[config.mk]
export PLATFORM = sky130hd
export DESIGN_NAME = adc_serial_transaction_sequencer_core_flat
export DESIGN_NICKNAME = d
export VERILOG_FILES = /design/src/rtl/asts_pkg.sv /design/src/rtl/asts_if.sv /design/src/rtl/adc_serial_transaction_sequencer_core.sv /design/src/rtl/asts_step.sv /design/src/flat_wrapper.sv
export SDC_FILE = /design/constraint.sdc
export NUM_CORES = 1
export LEC_CHECK = 0
export ABC_AREA = 1
export BUFFER_PORTS_ARGS = -buffer_cell sky130_fd_sc_hd__buf_2
export CELL_PAD_IN_SITES_DETAIL_PLACEMENT = 0
export CELL_PAD_IN_SITES_GLOBAL_PLACEMENT = 1
export CORE_MARGIN = 4
export CORE_UTILIZATION = 42
export CTS_CLUSTER_DIAMETER = 200
export DETAILED_ROUTE_END_ITERATION = 10
export GPL_TIMING_DRIVEN = 0
export PLACE_DENSITY_LB_ADDON = 0.3
export SLEW_MARGIN = 30
export SYNTH_ARGS = -nofsm -noshare
export SYNTH_HDL_FRONTEND = slang
export SYNTH_SLANG_ARGS = --single-unit
[constraint.sdc]
create_clock -name i_clk -period 2.34 [get_ports i_clk]
set_input_delay 0.351 -clock i_clk [delete_from_list [all_inputs] [get_ports i_clk]]
set_output_delay 0.351 -clock i_clk [all_outputs]
set_load 0.01 [all_outputs]
[src/rtl/asts_pkg.sv]
// Package for the serial converter transaction sequencer.
// Holds the phase encoding, transaction codes, state and result types.
// No dependencies; used by asts_step.sv and the top level.
package asts_pkg;

    typedef enum logic [2:0] {
        PH_IDLE  = 3'd0,
        PH_SEND1 = 3'd1,
        PH_WAIT  = 3'd2,
        PH_SEND2 = 3'd3,
        PH_RECV  = 3'd4
    } t_phase;

    // Transaction codes carried in the op field of a start beat.
    localparam logic [2:0] OP_WRITE_REG  = 3'd0;
    localparam logic [2:0] OP_READ_REG   = 3'd1;
    localparam logic [2:0] OP_SINGLE     = 3'd2;
    localparam logic [2:0] OP_CONTINUOUS = 3'd3;
    localparam logic [2:0] OP_CALIBRATE  = 3'd4;
    localparam logic [2:0] OP_SYNC       = 3'd5;

    // Item kinds.
    localparam logic KIND_TICK  = 1'b0;
    localparam logic KIND_START = 1'b1;

    localparam int unsigned FRAME_W = 40;
    localparam int unsigned DATA_W  = 32;

    localparam logic [5:0] LEN_FRAME = 6'd40;
    localparam logic [5:0] LEN_BYTE  = 6'd8;
    localparam logic [5:0] LEN_RECV  = 6'd32;

    localparam logic [7:0]         CAL_BYTE   = 8'h0a;
    localparam logic [FRAME_W-1:0] SYNC_ONES  = 40'hFF_FFFF_FFFF;
    localparam logic [FRAME_W-1:0] SYNC_LAST  = 40'hFF_FFFF_FFFE;
    localparam logic [1:0]         SYNC_FINAL = 2'd3;

    typedef struct packed {
        t_phase              phase;
        logic [5:0]          bit_count;
        logic [FRAME_W-1:0]  send_shift;
        logic [DATA_W-1:0]   recv_shift;
        logic [2:0]          current_op;
        logic [1:0]          sync_repeat;
        logic                sdi_reg;
    } t_state;

    typedef struct packed {
        logic                sdi_level;
        logic                clock_pulse;
        logic                busy_res;
        logic                done_res;
        logic [DATA_W-1:0]   read_data;
        logic                rejected;
    } t_result;

endpackage

[src/rtl/asts_if.sv]
// Channel interfaces for the serial converter transaction sequencer.
// asts_in_if carries request beats, asts_out_if carries result beats.
// No dependencies.
interface asts_in_if;
    logic        valid;
    logic        ready;
    logic        kind;
    logic [2:0]  op;
    logic [7:0]  command;
    logic [31:0] write_data;
    logic        sdo;

    modport source (output valid, kind, op, command, write_data, sdo, input ready);
    modport sink   (input valid, kind, op, command, write_data, sdo, output ready);
endinterface

interface asts_out_if;
    logic        valid;
    logic        ready;
    logic        sdi_level;
    logic        clock_pulse;
    logic        busy_res;
    logic        done_res;
    logic [31:0] read_data;
    logic        rejected;

    modport source (output valid, sdi_level, clock_pulse, busy_res, done_res, read_data,
                    rejected, input ready);
    modport sink   (input valid, sdi_level, clock_pulse, busy_res, done_res, read_data,
                    rejected, output ready);
endinterface

[src/rtl/adc_serial_transaction_sequencer_core.sv]
// Top level of the serial converter transaction sequencer.
// Depends on asts_pkg, asts_if (asts_in_if, asts_out_if) and asts_step.
//
//   channel | dir | beat contents
//   --------+-----+---------------------------------------------------------
//   i_in    | in  | kind, op, command, write_data, sdo
//   o_out   | out | sdi_level, clock_pulse, busy_res, done_res, read_data, rejected
//
// Every accepted beat yields exactly one result beat, in the following cycle.
// A new beat is accepted in every cycle unless the output stalls; the rate is set
// by the single output register, freed in the same cycle that its beat is taken.
// i_rst_n is synchronous and active low; it returns the sequencer to idle
// with SDI high and empties the output register.
// While a result waits with o_out.ready low, i_in.ready is low and the
// sequencer state holds.
module adc_serial_transaction_sequencer_core (
    input  logic             i_clk,
    input  logic             i_rst_n,
    asts_in_if.sink          i_in,
    asts_out_if.source       o_out
);

    // Sequencer state: phase, bit counter, send and receive shifters, the
    // current transaction, the sync frame counter and the idle SDI level.
    asts_pkg::t_state  r_state;
    asts_pkg::t_state  n_state;

    // Output register holding the result beat until it is taken.
    asts_pkg::t_result r_result;
    asts_pkg::t_result n_result;
    logic              r_out_valid;

    logic              accept;

    // Space in the output register now, or it is being emptied this cycle.
    assign i_in.ready = !r_out_valid || o_out.ready;
    assign accept     = i_in.valid && i_in.ready;

    // All the work for a beat is a single pass of combinational logic from
    // the current state and the incoming fields.
    asts_step u_step (
        .i_state      (r_state),
        .i_kind       (i_in.kind),
        .i_op         (i_in.op),
        .i_command    (i_in.command),
        .i_write_data (i_in.write_data),
        .i_sdo        (i_in.sdo),
        .o_state      (n_state),
        .o_result     (n_result)
    );

    // State advances only on an accepted beat, so stalls leave it untouched.
    always_ff @(posedge i_clk) begin
        if (!i_rst_n) begin
            r_state.phase       <= asts_pkg::PH_IDLE;
            r_state.bit_count   <= '0;
            r_state.send_shift  <= '0;
            r_state.recv_shift  <= '0;
            r_state.current_op  <= '0;
            r_state.sync_repeat <= '0;
            r_state.sdi_reg     <= 1'b1;
            r_out_valid         <= 1'b0;
        end else begin
            if (accept) begin
                r_state     <= n_state;
                r_out_valid <= 1'b1;
            end else if (o_out.ready) begin
                r_out_valid <= 1'b0;
            end
        end
    end

    // The result payload needs no reset; it is qualified by r_out_valid.
    always_ff @(posedge i_clk) begin
        if (accept) begin
            r_result <= n_result;
        end
    end

    assign o_out.valid       = r_out_valid;
    assign o_out.sdi_level   = r_result.sdi_level;
    assign o_out.clock_pulse = r_result.clock_pulse;
    assign o_out.busy_res    = r_result.busy_res;
    assign o_out.done_res    = r_result.done_res;
    assign o_out.read_data   = r_result.read_data;
    assign o_out.rejected    = r_result.rejected;

endmodule

[src/rtl/asts_step.sv]
// Next-state and result logic for one beat of the transaction sequencer.
// Purely combinational; depends on asts_pkg.
module asts_step (
    input  asts_pkg::t_state  i_state,
    input  logic              i_kind,
    input  logic [2:0]        i_op,
    input  logic [7:0]        i_command,
    input  logic [31:0]       i_write_data,
    input  logic              i_sdo,
    output asts_pkg::t_state  o_state,
    output asts_pkg::t_result o_result
);

    asts_pkg::t_state  n_state;
    asts_pkg::t_result n_result;
    logic [5:0]        n_count;
    logic [5:0]        len;

    always_comb begin
        n_state  = i_state;
        n_result = '0;
        n_result.sdi_level = i_state.sdi_reg;
        n_count  = 6'(i_state.bit_count + 6'd1);
        len      = asts_pkg::LEN_BYTE;

        if (i_kind == asts_pkg::KIND_START) begin
            if (i_state.phase != asts_pkg::PH_IDLE || i_op > asts_pkg::OP_SYNC) begin
                n_result.rejected = 1'b1;
            end else begin
                n_state.current_op  = i_op;
                n_state.bit_count   = '0;
                n_state.recv_shift  = '0;
                n_state.sync_repeat = '0;
                n_state.sdi_reg     = 1'b1;
                n_state.send_shift  = {i_command, 32'h0};
                n_state.phase       = asts_pkg::PH_SEND1;
                case (i_op)
                    asts_pkg::OP_WRITE_REG: begin
                        n_state.send_shift = {i_command, i_write_data};
                    end
                    asts_pkg::OP_CONTINUOUS: begin
                        n_state.phase = asts_pkg::PH_WAIT;
                    end
                    asts_pkg::OP_SYNC: begin
                        n_state.send_shift = asts_pkg::SYNC_ONES;
                    end
                    default: begin
                    end
                endcase
            end
            n_result.sdi_level = n_state.sdi_reg;
        end else begin
            case (i_state.phase)
                asts_pkg::PH_SEND1, asts_pkg::PH_SEND2: begin
                    if (i_state.phase == asts_pkg::PH_SEND1 &&
                        (i_state.current_op == asts_pkg::OP_WRITE_REG ||
                         i_state.current_op == asts_pkg::OP_SYNC)) begin
                        len = asts_pkg::LEN_FRAME;
                    end
                    n_result.sdi_level   = i_state.send_shift[asts_pkg::FRAME_W-1];
                    n_result.clock_pulse = 1'b1;
                    n_state.send_shift   = {i_state.send_shift[asts_pkg::FRAME_W-2:0], 1'b0};
                    n_state.bit_count    = n_count;
                    if (n_count >= len) begin
                        n_state.bit_count = '0;
                        n_state.sdi_reg   = 1'b1;
                        if (i_state.phase == asts_pkg::PH_SEND2 ||
                            i_state.current_op == asts_pkg::OP_READ_REG) begin
                            n_state.phase = asts_pkg::PH_RECV;
                        end else if (i_state.current_op == asts_pkg::OP_SINGLE) begin
                            n_state.phase   = asts_pkg::PH_WAIT;
                            n_state.sdi_reg = 1'b0;
                        end else if (i_state.current_op == asts_pkg::OP_CALIBRATE) begin
                            n_state.phase = asts_pkg::PH_WAIT;
                        end else if (i_state.current_op == asts_pkg::OP_SYNC &&
                                     i_state.sync_repeat < asts_pkg::SYNC_FINAL) begin
                            n_state.sync_repeat = 2'(i_state.sync_repeat + 2'd1);
                            n_state.send_shift  =
                                (i_state.sync_repeat == 2'(asts_pkg::SYNC_FINAL - 2'd1))
                                ? asts_pkg::SYNC_LAST : asts_pkg::SYNC_ONES;
                        end else begin
                            n_result.done_res   = 1'b1;
                            n_state.phase       = asts_pkg::PH_IDLE;
                            n_state.sync_repeat = '0;
                        end
                    end
                end
                asts_pkg::PH_WAIT: begin
                    if (!i_sdo) begin
                        n_state.phase     = asts_pkg::PH_SEND2;
                        n_state.bit_count = '0;
                        if (i_state.current_op == asts_pkg::OP_SINGLE) begin
                            n_state.send_shift = '0;
                        end else if (i_state.current_op == asts_pkg::OP_CALIBRATE) begin
                            n_state.send_shift = {asts_pkg::CAL_BYTE, 32'h0};
                        end
                    end
                end
                asts_pkg::PH_RECV: begin
                    n_result.clock_pulse = 1'b1;
                    n_state.recv_shift   = {i_state.recv_shift[asts_pkg::DATA_W-2:0], i_sdo};
                    n_state.bit_count    = n_count;
                    if (n_count >= asts_pkg::LEN_RECV) begin
                        n_result.done_res   = 1'b1;
                        n_result.read_data  = n_state.recv_shift;
                        n_state.phase       = asts_pkg::PH_IDLE;
                        n_state.bit_count   = '0;
                        n_state.sync_repeat = '0;
                        n_state.sdi_reg     = 1'b1;
                    end
                end
                default: begin
                    n_state.phase = asts_pkg::PH_IDLE;
                end
            endcase
        end
        n_result.busy_res = (n_state.phase != asts_pkg::PH_IDLE);
    end

    assign o_state  = n_state;
    assign o_result = n_result;

endmodule

[src/flat_wrapper.sv]
// flat-port wrapper written by rule: the top's interface ports become plain ports
module adc_serial_transaction_sequencer_core_flat 
  (i_clk, i_rst_n, i_in_valid, i_in_kind, i_in_op, i_in_command, i_in_write_data, i_in_sdo, i_in_ready, o_out_valid, o_out_sdi_level, o_out_clock_pulse, o_out_busy_res, o_out_done_res, o_out_read_data, o_out_rejected, o_out_ready);
  asts_in_if i_in_i ();
  asts_out_if o_out_i ();
  input  logic i_clk;
  input  logic i_rst_n;
  input wire logic [$bits(i_in_i.valid)-1:0] i_in_valid;
  input wire logic [$bits(i_in_i.kind)-1:0] i_in_kind;
  input wire logic [$bits(i_in_i.op)-1:0] i_in_op;
  input wire logic [$bits(i_in_i.command)-1:0] i_in_command;
  input wire logic [$bits(i_in_i.write_data)-1:0] i_in_write_data;
  input wire logic [$bits(i_in_i.sdo)-1:0] i_in_sdo;
  output wire logic [$bits(i_in_i.ready)-1:0] i_in_ready;
  output wire logic [$bits(o_out_i.valid)-1:0] o_out_valid;
  output wire logic [$bits(o_out_i.sdi_level)-1:0] o_out_sdi_level;
  output wire logic [$bits(o_out_i.clock_pulse)-1:0] o_out_clock_pulse;
  output wire logic [$bits(o_out_i.busy_res)-1:0] o_out_busy_res;
  output wire logic [$bits(o_out_i.done_res)-1:0] o_out_done_res;
  output wire logic [$bits(o_out_i.read_data)-1:0] o_out_read_data;
  output wire logic [$bits(o_out_i.rejected)-1:0] o_out_rejected;
  input wire logic [$bits(o_out_i.ready)-1:0] o_out_ready;
  assign i_in_i.valid = i_in_valid;
  assign i_in_i.kind = i_in_kind;
  assign i_in_i.op = i_in_op;
  assign i_in_i.command = i_in_command;
  assign i_in_i.write_data = i_in_write_data;
  assign i_in_i.sdo = i_in_sdo;
  assign i_in_ready = i_in_i.ready;
  assign o_out_valid = o_out_i.valid;
  assign o_out_sdi_level = o_out_i.sdi_level;
  assign o_out_clock_pulse = o_out_i.clock_pulse;
  assign o_out_busy_res = o_out_i.busy_res;
  assign o_out_done_res = o_out_i.done_res;
  assign o_out_read_data = o_out_i.read_data;
  assign o_out_rejected = o_out_i.rejected;
  assign o_out_i.ready = o_out_ready;
  adc_serial_transaction_sequencer_core u_core (.i_clk(i_clk), .i_rst_n(i_rst_n), .i_in(i_in_i), .o_out(o_out_i));
endmodule
==> metrics.md <==
| Metric | Value |
|---|---|
| Status | `finished clean` |
| Rows | `between 40 and 50` |
| Peak supply drop | `0.000514 V` |
| GP Congestion | `0.832` |
| WHS Path Cells | `4` |
| Min Hold Slack | `223 ps` |
| Worst Path Arrival | `2350 ps` |
| Overflow left after global routing | `0` |
| Largest net degree at the start of global routing | `46` |
| DP HPWL | `between 10 and 15 mm` |
| Leading cell types in the layout, fill and taps excluded | `148 x nand2_1, 96 x buf_2, 91 x inv_1` |
| Post-synth design cell area | `0.00640 sq mm` |
| Crit path capture type | `flop` |
| Drt total wl | `roughly 16 mm` |
| Hold path endpoint | `u_core.o_out.valid` |
| Pins over their slew limit | `0` |
| Vias in the first global route | `5377` |
| FMAX | `459 MHz` |
| Area delta synth->final | `20.6%` |
| Worst setup margin | `160 ps` |
| Async SR Flop Fraction | `0%` |
| Vias per cell | `4.88` |
| Final Hold Viols | `0` |
| Startpoint types | `flop` |
| Initial antenna violation count | `0` |
| IO Port Bufs | `86` |
| Longest Clk Path Bufs | `2` |
| Syn Area/Cell | `7.68 sq um` |
| Root buf cell | `clkbuf_16` |
| Skew final | `just over 8 ps` |
| Relative slew slack | `roughly 54%` |
| Reg2reg setup slack | `160 ps` |
| DRC Markers | `0` |
| Antenna cells | `0` |
| Crit share post-route | `93.2%` |
| Most common cell after layout, fill and taps aside | `nand2_1` |
| Die Ht | `around 130 microns` |
| Pwr Density | `760 mW/mm^2` |
| Primary FF master, synth | `dfxtp_1` |
| Worst-path clk slew | `60 ps` |
| # setup viols final | `0` |
| Ports | `88` |
| Worst r2r src | `u_core.r_state[79]` |
| Critical path type | `reg -> reg` |
| Total CTS buffers | `17` |
| Max FO, Critical Path | `5` |
| Final antenna-violating net count | `0` |
| Layout cells sized above 1 | `25.8%` |
| Nets@finish | `approximately 1000` |
| Via count | `about 5600` |
| Least-Margin Pin Slew | `691 ps` |
| Maximum level of the CTS H-tree | `4` |
| Post-layout min period | `2180 ps` |
| R2R Path End | `u_core.o_out.busy_res` |
| Worst reg-to-reg path cell count | `17` |
| Die footprint | `0.0173 sq mm` |
| Core area | `0.0148 sq mm` |
| EDFF count, synth | `37` |
| Max-Cap Viols | `0` |
| Min-delay src | `o_out_ready` |
| CTS sink count | `between 100 and 150` |
| Avg WL per Cell | `about 14 microns` |
| Leakage | `0.00330 uW` |
| Initial core utilization | `43.4%` |
| Drt first pass iters | `5` |
| Hold Crit Class | `in -> reg` |
| Synth warn | `0` |
| TritonCTS clock tree | `built` |
| Cell count after synthesis | `833` |
| Post-synthesis sequential area ratio | `between 40% and 50%` |
| GRT Util Overall | `18.3%` |
| First-pass GRT wire length | `26.0 mm` |
| # hold bufs at CTS | `0` |
| Syn nets | `887` |
| Die width | `131 microns` |
| Post-synthesis register bit count | `between 100 and 150` |
| Netlist cell types | `38` |
| Worst skew pair latency | `430 ps` |
| Required @ worst endpoint | `2510 ps` |
| Place WS | `-270 ps` |
| DR iter-0 viols | `302` |
[report_power, final]
group	internal (uW)	switching (uW)	total, uW
Sequential	2370	87.5	2460
Combinational	323	577	900
Clock	1470	1030	2500
[cells by family (layout without fill, tap and decap cells)]
kind of cell	after synthesis	after routing	synth area share (%)
adders and majority gates	5	5	0.978
and+or+nand+nor	326	326	22.1
buffers and inverters	161	284	11.0
AOI/OAI and AO/OA	217	217	21.4
DFF	124	124	44.6
[how the worst max path moves through the flow]
stage                             startpoint                    end
after floorplan           u_core.r_state[78]  u_core.o_out.busy_res
after global placement           o_out_ready     u_core.r_state[73]
after detailed placement         o_out_ready     u_core.r_state[73]
after CTS                 u_core.r_state[80]  u_core.o_out.busy_res
after global routing      u_core.r_state[79]  u_core.o_out.busy_res
final                     u_core.r_state[79]  u_core.o_out.busy_res
[what timing repair did]
action	4_1_cts	5_1_grt
gates resized for setup	6	10
setup endpoints to repair	44	38
pin swaps	0	6
cloned	0	0
buffers inserted	0	5
hold endpoints to repair	0	0
[worst max-delay path, cell delays in order (launching register included)]
cell     delay, ps
dfxtp_2        370
nand3_2        100
nor2_2         130
nand2_1         70
nand2_2         70
nand2_2         90
ha_4           290
inv_1           50
nor2_2         100
nand2_2         80
nand2_4        100
nand2_1         50
nand2_1         50
nand2_1         50
nand2_1         70
nand2_1         60
nor2_1          90
nand2_1        100
[cells in the mapped netlist, drive strengths merged, types with 6 or more instances]
cell | n | share of area [%]
nand2 | 158 | 9.7
a21oi | 128 | 13
inv | 106 | 6.2
nor2 | 92 | 6.0
dfxtp | 87 | 27
o21ai | 70 | 6.4
nand3 | 53 | 4.3
edfxtp | 37 | 17
clkbuf | 29 | 1.7
buf | 25 | 3.0
nor3 | 17 | 1.4
a211oi | 12 | 1.6
nand4 | 6 | 0.59
[area by class of cell]
cell class | instances | area, sq um
Inverter | 107 | 404
Clock inverter | 14 | 133
Sequential cell | 124 | 2870
Timing Repair Buffer | 91 | 468
Multi-Input combinational cell | 548 | 2890
Tap cell | 184 | 230
Clock buffer | 18 | 429
Buffer | 54 | 299
Fill cell | 1504 | 7040
[flip-flops by register name, summed over array words and instances (netlist names)]
register	flops
u_core.o_out.done_res	1
u_core.r_state	86
u_core.o_out.rejected	1
u_core.o_out.sdi_level	1
u_core.o_out.valid	1
u_core.o_out.busy_res	1
u_core.o_out.clock_pulse	1
u_core.o_out.read_data	32
[layer usage]
layer  vias up  global-route usage (%)  wire, microns
li1       2954                       -              -
met1      2491                    23.5           7440
met2        98                    30.2           7300
met3        15                    3.86            602
met4         0                    7.23            206
met5         -                       0              0
[per-stage QoR]
step / instances / utilization, % / cell area (sq um) / total power, uW / setup TNS, ps
floorplan: 833 / - / 6400 / 3130 / 0
global placement: 1103 / 47.8 / 7060 / 3380 / -8580
detailed placement: 1103 / 47.8 / 7060 / 3380 / -11630
CTS: 1135 / 51.8 / 7640 / 5900 / 0
global route: 1140 / 52.3 / 7720 / 6140 / -0.472
finish: 1140 / 52.3 / 7720 / 5870 / 0
Note: power is estimated with default switching activity, not from simulation.
